$ cat config.mk
export PLATFORM = sky130hd
export DESIGN_NAME = jia_ctrl
export DESIGN_NICKNAME = d
export VERILOG_FILES = /design/src/sv/jia_pkg.sv /design/src/sv/jia_ctrl.sv
export SDC_FILE = /design/constraint.sdc
export NUM_CORES = 1
export LEC_CHECK = 0
export ABC_AREA = 1
export BUFFER_PORTS_ARGS = -buffer_cell sky130_fd_sc_hd__buf_2
export CAP_MARGIN = 20
export CORE_MARGIN = 1.5
export CORE_UTILIZATION = 35
export DETAILED_ROUTE_END_ITERATION = 7
export GPL_TIMING_DRIVEN = 0
export PLACE_DENSITY = 0.6
export SLEW_MARGIN = 40
export SYNTH_ARGS = -nofsm -noshare
export SYNTH_HDL_FRONTEND = slang
export SYNTH_SLANG_ARGS = --single-unit
$ cat constraint.sdc
create_clock -name i_clk -period 3.7 [get_ports i_clk]
set_clock_uncertainty 0.15 [all_clocks]
set_input_delay 0.74 -clock i_clk [delete_from_list [all_inputs] [get_ports i_clk]]
set_output_delay 0.74 -clock i_clk [all_outputs]
set_load 0.02 [all_outputs]
$ cat src/sv/jia_pkg.sv
`default_nettype none
package jia_pkg;

    localparam int NUM_SLOTS   = 192;
    localparam int SLOT_W      = $clog2(NUM_SLOTS);
    localparam int AUTO_SLOTS  = NUM_SLOTS - 2;
    localparam int VERIFY_SLOT = NUM_SLOTS - 2;
    localparam int ADDR_W      = 3;

    localparam logic [2:0] OP_ALLOC    = 3'd0;
    localparam logic [2:0] OP_REPORT   = 3'd1;
    localparam logic [2:0] OP_REL_SLOT = 3'd2;
    localparam logic [2:0] OP_REL_TASK = 3'd3;
    localparam logic [2:0] OP_QUERY    = 3'd4;
    localparam logic [2:0] OP_ALL_DONE = 3'd5;
    localparam logic [2:0] OP_ALL_OK   = 3'd6;
    localparam logic [2:0] OP_TICK     = 3'd7;

    localparam logic REG_VERIFY = 1'b0;
    localparam logic REG_HOLD   = 1'b1;

    typedef struct packed {
        logic [2:0] cmd;
        logic [7:0] task_id;
        logic [7:0] slot_id;
        logic [7:0] succ_flags;
    } t_req;

    typedef struct packed {
        logic       granted;
        logic [7:0] slot_out;
        logic       done_res;
        logic [7:0] succ_out;
        logic       all_done;
        logic       all_succ;
    } t_rsp;

    typedef struct packed {
        logic       fin;
        logic [7:0] owner;
        logic [7:0] result;
        logic [7:0] timer;
    } t_entry;

    typedef struct packed {
        logic              load;
        logic              probe;
        logic              vfy;
        logic              rd;
        logic              rd_one;
        logic              fin;
        logic [2:0]        op;
        logic [SLOT_W-1:0] addr;
    } t_dp_cmd;

    typedef struct packed {
        logic              verify;
        logic              free;
        logic [SLOT_W-1:0] start;
    } t_dp_sts;

endpackage
`default_nettype wire

$ cat src/sv/jia_ctrl.sv
`default_nettype none
module jia_ctrl import jia_pkg::*; (
    input  logic       i_clk,
    input  logic       i_rst_n,
    input  logic       i_start,
    input  logic [2:0] i_op,
    input  t_dp_sts    i_sts,
    output logic       o_busy,
    output t_dp_cmd    o_cmd
);

    localparam logic [2:0] S_IDLE  = 3'd0;
    localparam logic [2:0] S_ALLOC = 3'd1;
    localparam logic [2:0] S_RD    = 3'd2;
    localparam logic [2:0] S_SCAN  = 3'd3;
    localparam logic [2:0] S_LAST  = 3'd4;

    logic [2:0]        r_state, n_state;
    logic [SLOT_W-1:0] r_ptr, n_ptr;
    logic [SLOT_W-1:0] r_cnt, n_cnt;
    logic [2:0]        r_op, n_op;

    always_comb begin
        n_state    = r_state;
        n_ptr      = r_ptr;
        n_cnt      = r_cnt;
        n_op       = r_op;
        o_cmd      = '0;
        o_cmd.op   = r_op;
        o_cmd.addr = r_ptr;
        unique case (r_state)
            S_IDLE: begin
                if (i_start) begin
                    o_cmd.load = 1'b1;
                    n_op       = i_op;
                    unique case (i_op) inside
                        OP_ALLOC: begin
                            n_state = S_ALLOC;
                            n_ptr   = i_sts.start;
                            n_cnt   = '0;
                        end
                        OP_REPORT, OP_QUERY: n_state = S_RD;
                        OP_REL_SLOT:         n_state = S_LAST;
                        default: begin
                            n_state = S_SCAN;
                            n_ptr   = '0;
                        end
                    endcase
                end
            end
            S_ALLOC: begin
                if (i_sts.verify) begin
                    o_cmd.vfy = 1'b1;
                    n_state   = S_LAST;
                end else begin
                    o_cmd.probe = 1'b1;
                    if (i_sts.free || r_cnt == SLOT_W'(AUTO_SLOTS - 1)) begin
                        n_state = S_LAST;
                    end else begin
                        n_ptr = (r_ptr == SLOT_W'(AUTO_SLOTS - 1)) ? '0 : r_ptr + 1'b1;
                        n_cnt = r_cnt + 1'b1;
                    end
                end
            end
            S_RD: begin
                o_cmd.rd_one = 1'b1;
                n_state      = S_LAST;
            end
            S_SCAN: begin
                o_cmd.rd = 1'b1;
                if (r_ptr == SLOT_W'(NUM_SLOTS - 1)) begin
                    n_state = S_LAST;
                end else begin
                    n_ptr = r_ptr + 1'b1;
                end
            end
            S_LAST: begin
                o_cmd.fin = 1'b1;
                n_state   = S_IDLE;
            end
            default: n_state = S_IDLE;
        endcase
    end

    always_ff @(posedge i_clk) begin
        if (!i_rst_n) begin
            r_state <= S_IDLE;
            r_ptr   <= '0;
            r_cnt   <= '0;
            r_op    <= OP_ALLOC;
        end else begin
            r_state <= n_state;
            r_ptr   <= n_ptr;
            r_cnt   <= n_cnt;
            r_op    <= n_op;
        end
    end

    assign o_busy = (r_state != S_IDLE);

endmodule
`default_nettype wire

Word-level counts from Yosys, hierarchy flattened
Index checks and enable logic that the tools add are counted.
- register bits: 22
- input bits: 16
- add/sub/neg operators: 2
- equal/unequal tests: 18
- reductions and logical operators: 12
- multiplexer cells: 26
- operators by type and width (operator ; count):
    $mux 8 ; 9
    $pmux 8 s2 ; 2
    $eq 8x8->1 const B ; 3
    $pmux 8 s3 ; 1
    $add 8x1->8 const B ; 2
    $ne 2x2->1 const B ; 7
    $mux 3 ; 4
    $pmux 3 s4 ; 1
    $eq 3x2->1 const B ; 3
    $pmux 3 s3 ; 1
    $mux 1 ; 7
    $eq 3x1->1 const B ; 2
    $eq 3x3->1 const B ; 2
    $logic_not 3->1 ; 2
    $reduce_and 6->1 ; 1
    $reduce_bool 3->1 ; 2
    $reduce_and 5->1 ; 1
    $ne 3x3->1 const B ; 1
    $reduce_and 3->1 ; 1
    $reduce_or 3->1 ; 1
    $mux 2 ; 1
    $reduce_and 2->1 ; 1
    $reduce_bool 2->1 ; 1
    $reduce_or 2->1 ; 1
    $logic_or 1x1->1 ; 1

Longest topological paths before layout
Gate-level depths: netlist of run 1.
- depth after elaboration: 5
- mapped depth: 11
- depth with buffers taken out: 11

Worst setup path before layout of run 1
No wires, ideal clock.
- kind: in2out
- from: input i_sts[9] (netlist bit)
- to: output o_cmd[14] (netlist bit)
- data arrival time: 1.054 ns
- stages: 2
- required time: 2.810 ns
- setup slack: 1.756 ns
- path through: inv_1 -> nor2_1
- RTL lines (what ; line ; text):
    start, declared ; jia_ctrl.sv:7 ; input t_dp_sts i_sts,
    end, declared ; jia_ctrl.sv:9 ; output t_dp_cmd o_cmd

==> results of run 1 <==
[worst max path at each step]
| stage | start | to | cells past startpoint |
|---|---|---|---|
| 3_3_place_gp | i_start | o_cmd[16] | 4 |
| 6_report | r_state[2]$_SDFFE_PN0P_ | o_cmd[14] | 6 |
| 4_1_cts | r_state[2]$_SDFFE_PN0P_ | o_cmd[14] | 6 |
| 3_5_place_dp | i_start | o_cmd[16] | 4 |
| 5_1_grt | r_state[2]$_SDFFE_PN0P_ | o_cmd[14] | 6 |
| 2_1_floorplan | i_sts[9] | o_cmd[14] | 2 |
[area by class of cell]
type | instances | area (um2) | area share [%]
Buffer | 4 | 37.5 | 2.16
Clock buffer | 3 | 41.3 | 2.38
Inverter | 27 | 104 | 5.98
Multi-Input combinational cell | 168 | 887 | 51.0
Sequential cell | 22 | 440 | 25.3
Tap cell | 50 | 62.6 | 3.60
Timing Repair Buffer | 33 | 165 | 9.50
[cell usage in the layout (no fill, tap or decap)]
cell type / instances
nor2_2: 3
buf_2: 33
clkbuf_1: 1
inv_1: 24
inv_4: 1
nand3_2: 4
nand3_4: 2
xor2_1: 6
nor2_1: 36
ha_1: 4
nor4_2: 1
nor2_4: 1
nand2_2: 3
nand4_1: 8
and3_1: 1
clkbuf_4: 1
nor3_1: 5
nand3_1: 14
buf_8: 1
inv_2: 2
buf_6: 1
a21oi_2: 1
clkbuf_8: 3
nand2_4: 3
o21ai_0: 7
dfxtp_1: 22
a21oi_1: 14
xnor2_1: 1
nand2_1: 53
or2_0: 1
[worst register-to-register path, delay by kind of cell, from the launching register on]
| family | cells | cell delay, ps |
|---|---|---|
| adder cells (fa/ha/maj) | 1 | 220 |
| AND/OR/NAND/NOR | 6 | 590 |
| buffers and inverters | 2 | 250 |
| flip-flops | 1 | 430 |
[registers in the layout, summed over array words and instances, names as in the netlist]
register	count
r_op	3
r_state	3
r_cnt	8
r_ptr	8
[power by group]
group	switching [mW]	leakage, nW	internal [mW]	total (mW)
registers	0.0199	0.179	0.253	0.273
clock network	0.0769	0.0216	0.0727	0.150
logic	0.101	0.640	0.0555	0.157
total	0.198	0.841	0.381	0.579
[cells by family after synthesis]
kind of cell	Yosys count	synth area share (%)
xor gates and xnor gates	7	4.17
adders and majority gates	4	3.41
DFF	22	30.0
AOI/OAI and AO/OA	22	7.75
and+or+nand+nor	135	45.1
buffers and inverters	31	9.63
[metrics by stage]
| stage | worst slack (ps) | cells | utilization, % | hold slack [ps] | cell area [um2] |
|---|---|---|---|---|---|
| after floorplan | 1760 | 221 | - | 318 | 1470 |
| after global placement | 1520 | 304 | 42.1 | 301 | 1700 |
| after detailed placement | 1520 | 304 | 42.1 | 307 | 1700 |
| after CTS | 1480 | 307 | 43.1 | 320 | 1740 |
| after global routing | 1370 | 307 | 43.1 | 364 | 1740 |
| final | 1490 | 307 | 43.1 | 317 | 1740 |
[layer usage]
metal	wire length (um)	vias to the layer above	share of wire [%]	track usage [%]
li1	-	779	-	-
met5	0	-	0	0
met3	109	2	3.1	3.50
met1	1710	643	48	22.4
met4	12	0	0.34	2.25
met2	1710	25	48	29.7
==> summary.md, run 1 <==
| Metric | Value |
|---|---|
| Status | finished clean |
| Yosys reg bits | 22 |
| Worst r2r src | r_ptr[0]$_SDFFE_PN0P_ |
| CTS sink cnt | 22 |
| Synth area leader | dfxtp_1 |
| Reg clk slew, reported paths | 80 ps |
| Period Utilization, post-route | 59.8% |
| Endpoints failing hold | 0 |
| CP Data Required Time | 2810 ps |
| Hold Path Class | flip-flop to flip-flop |
| Fin. max-slew vios | 0 |
| Post-synth cell types | 28 |
| Grt ovf | 0 |
| Via-per-instance ratio | 4.72 |
| Tot GR Track Use | 17.1% |
| Global-route wire length before repair | 6110 um |
| WL final | 3540 um |
| Number of synthesized flops with an enable pin | 0 |
| Peak supply drop | 0.000178 V |
| Setup CP Type | flip-flop to output port |
| Residual DRC count | 0 |
| H-tree depth | 1 |
| Number of antenna diodes | 0 |
| Hold path depth | 2 |
| Vias in the first global route | 1346 |
| Worst Max-Slew Pin Slew | 485 ps |
| Minimum clock period | 2210 ps |
| Final Power | 0.579 mW |
| Clock root buffer | clkbuf_8 |
| # hold bufs at CTS | 0 |
| Ports | 34 |
| DR vias | 1449 |
| Reg2reg end | r_ptr[1]$_SDFFE_PN0P_ |
| Crit path arrival time | 1320 ps |
| Core area | 4030 um2 |
| Synthesized area per cell | 6.65 um2 |
| CP max stage delay | 340 ps |
| Final ANT Viol Nets | 0 |
| Max-cap check violation count | 0 |
| Max Root-Sink Buffers | 2 |
| Family with the most delay on the worst path | buffers and inverters |
| Buffers on Ports | 33 |
| Sequential element share of the synthesized area | 30.0% |
| Fillers | 465 |
| Routability cong. | 0.768 |
| Synthesis Warnings | 0 |
| Crit path capture type | output port |
| Share of the synthesized area in the top cell type | 30.0% |
| Pre-Repair DR Iteration Count | 4 |
| Final nets | 279 |
| DR WL/cell | 11.5 um |
| Max frequency | 452 MHz |
| RSZ-0062 raised after global routing | no |
| CTS tree | built |
| Largest cells by area after synthesis | dfxtp_1, nand2_1, nor2_1 |
| R2r setup slk | 1970 ps |
| Setup Viol. Count Final | 0 |
| Most frequent cell after synthesis | nand2_1 |
| Asr flop ratio synth | 0% |
| Synth Instances | 221 |
| Worst Path Buf+Inv | 3 |
| CTS buffer count | 3 |
| Crit-path cells | inv_2, nand2_2, nor2_4, inv_1, nor2_1, buf_2 |
| Synth top cells by count | nand2_1, nor2_1, inv_1 |
| Worst min-delay path endpoint | r_op[2]$_SDFFE_PN0P_ |
| Area grow syn2layout | 18.3% |
| Fraction of layout cells with a size suffix above 1 | 23.3% |
| Hold path start | r_op[2]$_SDFFE_PN0P_ |
| CP max FO | 5 |
| Crit path launch type | flip-flop |
| Initial DRC count | 80 |
| Cell depth of the worst flop-to-flop path | 9 |
| Clock Latency Late Sink | 260 ps |
| Rows | 23 |
| Post-CTS Setup Bufs | 0 |
| Slew margin rel. | 67.7% |
| Top FF cell, synth | dfxtp_1 |
| PwrDens | 333 nW/um2 |
| Die X-Extent | 67.8 um |
| Largest net degree at the start of global routing | 12 |
| Synthesized Nets | 241 |
| Setup total negative slack | 0 ps |
| Initial core utilization | 36.5% |
| Initial antenna violation count | 0 |
| Die area | 4590 um2 |
| Die Height | 67.8 um |
| Final HPWL DP | 2610 um |
| CP max-delay cell | dfxtp_1 |
| Static Leak | 0.841 nW |
| Post-cts gate resize count | 0 |
| Mapped Area | 1470 um2 |
Note: power is estimated with default switching activity, not from simulation.
==> run 2, diff against run 1 <==
Settings changed: PLACE_DENSITY 0.6 to 0.62.
Clock period 3.7 ns to 1.91 ns, I/O delays scaled along.
==> summary.md, run 2 (same netlist as run 1, synthesis figures left out) <==
| Metric | Value |
|---|---|
| Status | finished clean |
| Int Power | 0.881 mW (+130%) |
| Initial DRC count | 58 (-28%) |
| Reg2reg end | r_ptr[3]$_SDFFE_PN0P_ |
| Hold path depth | 3 (+1) |
| Residual DRC count | 0 (unchanged) |
| RSZ-0062 raised after global routing | no |
| Register area | 443 um2 (+0.57%) |
| Reg clk slew, reported paths | 80 ps (about the same) |
| Die X-Extent | 67.8 um (unchanged) |
| Setup total negative slack | 0 ps (unchanged) |
| Worst r2r src | r_ptr[0]$_SDFFE_PN0P_ |
| Design Area, Final | 1780 um2 (+2.4%) |
| Area grow syn2layout | 21.2% |
| Cell depth of the worst flop-to-flop path | 9 (unchanged) |
| Ports | 34 (unchanged) |
| Fraction of layout cells with a size suffix above 1 | 25.1% (+1.8 points) |
| Slew margin rel. | 69.8% (+2.1 points) |
| Final nets | 280 (+0.36%) |
| Clock Latency Late Sink | 260 ps (about the same) |
| Static Leak | 0.860 nW (+2.3%) |
| Multi-input gate area | 887 um2 (unchanged) |
| Hold path start | i_op[2] |
| Crit path arrival time | 1270 ps (-50 ps) |
| CP Data Required Time | 1380 ps (-1430 ps) |
| Buffers on Ports | 33 (unchanged) |
| Setup Viol. Count Final | 0 (unchanged) |
| Worst Path Buf+Inv | 2 (-1) |
| Max-cap check violation count | 0 (unchanged) |
| Crit path launch type | flip-flop |
| Post-Route Utilization | 44.2% (+1.1 points) |
| Setup CP Type | flip-flop to output port |
| Final non-filler cell total | 309 (+0.65%) |
| Worst Max-Slew Pin Slew | 453 ps (-31.7 ps) |
| DR vias | 1445 (-0.28%) |
| Via-per-instance ratio | 4.68 (-0.92%) |
| R2r setup slk | 210 ps (-1760 ps) |
| WL final | 3350 um (-5.6%) |
| Clk pwr share | 34.5% (+8.7 points) |
| Logic pwr share | 24.0% (-3.1 points) |
| PwrDens | 714 nW/um2 (+110%) |
| Peak supply drop | 0.000780 V (+340%) |
| Routability cong. | 0.817 (+6.4%) |
| H-tree depth | 1 (unchanged) |
| Vias in the first global route | 1246 (-7.4%) |
| Rows | 23 (unchanged) |
| Seq pwr share | 41.6% (-5.5 points) |
| Minimum clock period | 1810 ps |
| DR WL/cell | 10.8 um (-6.2%) |
| Family with the most delay on the worst path | flip-flops |
| Die Height | 67.8 um (unchanged) |
| Core area | 4030 um2 (unchanged) |
| Fillers | 440 (-5.4%) |
| Total net switching power | 0.390 mW (+97%) |
| Commonest non-fill, non-tap cells in the layout | nand2_1, nor2_1, buf_2 |
| Final Power | 1.27 mW (+120%) |
| CTS buffer count | 3 (unchanged) |
| Sw frac | 30.7% (-3.5 points) |
| CTS sink cnt | 22 (unchanged) |
| Most common cell after layout, fill and taps aside | nand2_1 |
| CP max-delay cell | dfxtp_1 |
| Final HPWL DP | 2560 um (-2.2%) |
| Largest regs | r_cnt (8), r_ptr (8) |
| CP max stage delay | 380 ps (+40 ps) |
| Final ANT Viol Nets | 0 (unchanged) |
| Placed cells | 304 (unchanged) |
| Crit path capture type | output port |
| Worst min-delay path endpoint | r_op[2]$_SDFFE_PN0P_ |
| Global-route wire length before repair | 5560 um (-9.0%) |
| Largest net degree at the start of global routing | 14 (+2) |
| Initial core utilization | 36.5% (unchanged) |
| Dpl cell area | 1700 um2 (unchanged) |
| Hold Path Class | input port to flip-flop |
| Max frequency | 554 MHz |
| Tot GR Track Use | 15.9% (-1.3 points) |
| Fin. max-slew vios | 0 (unchanged) |
| Die area | 4590 um2 (unchanged) |
| Clock root buffer | clkbuf_8 |
| Number of antenna diodes | 0 (unchanged) |
| Crit-path cells | nor2_2, nand3_2, inv_4, buf_2 |
| Endpoints failing hold | 0 (unchanged) |
| CP max FO | 9 (+4) |
| Max Root-Sink Buffers | 2 (unchanged) |
| Pre-Repair DR Iteration Count | 4 (unchanged) |
| Period Utilization, post-route | 94.5% |
| CTS tree | built |
| Grt ovf | 0 (unchanged) |
| Initial antenna violation count | 0 (unchanged) |
[run 2: per-stage QoR]
stage / hold WS (ps) / setup slack (ps)
after floorplan: 318 / 255
after global placement: 300 / 237
after detailed placement: 307 / 214
after CTS: 220 / 38.3
after global routing: 239 / 10.7
final: 227 / 104
[run 2: what timing repair did]
action,in CTS,in global routing
setup endpoints to repair,0,2
hold buffers,0,0
setup buffers,0,1
gates resized for setup,0,4
[run 2: how the worst max path moves through the flow]
stage,from,to,slack (ps),depth (start not counted)
finish,r_state[1]$_SDFFE_PN0P_,o_cmd[16],100,4
global route,r_state[2]$_SDFFE_PN0P_,o_cmd[14],10,6
CTS,r_state[2]$_SDFFE_PN0P_,o_cmd[15],40,6
detailed placement,r_ptr[0]$_SDFFE_PN0P_,r_ptr[7]$_SDFFE_PN0P_,210,9
global placement,r_ptr[0]$_SDFFE_PN0P_,r_ptr[1]$_SDFFE_PN0P_,240,9
floorplan,r_ptr[0]$_SDFFE_PN0P_,r_ptr[0]$_SDFFE_PN0P_,260,9
[run 2: layout make-up]
| cell class | instances | area share, % |
|---|---|---|
| Clock inverter | 1 | 1.69 |
| Sequential cell | 22 | 24.9 |
| Clock buffer | 3 | 2.32 |
| Inverter | 27 | 5.83 |
| Tap cell | 50 | 3.51 |
| Timing Repair Buffer | 34 | 9.84 |
| Buffer | 4 | 2.11 |
| Multi-Input combinational cell | 168 | 49.8 |
[run 2: power groups by stage]
stage | sequential (mW) | clock, mW | combinational (mW)
6_report | 0.529 | 0.438 | 0.305
5_1_grt | 0.535 | 0.469 | 0.339
4_1_cts | 0.528 | 0.450 | 0.305
3_5_place_dp | 0.539 | 0 | 0.304
3_3_place_gp | 0.539 | 0 | 0.300
2_1_floorplan | 0.564 | 0 | 0.185
[run 2: metal layers]
| layer | part of all wire, % | GRT usage [%] |
|---|---|---|
| met5 | 0 | 0 |
| met4 | 0.51 | 3.00 |
| met3 | 4.0 | 3.50 |
| met2 | 47 | 26.6 |
| met1 | 49 | 20.9 |
[run 2: tightest hold or removal path, stage by stage]
cell     delay (ps)
buf_2           110
nand2_1          60
a21oi_1          50
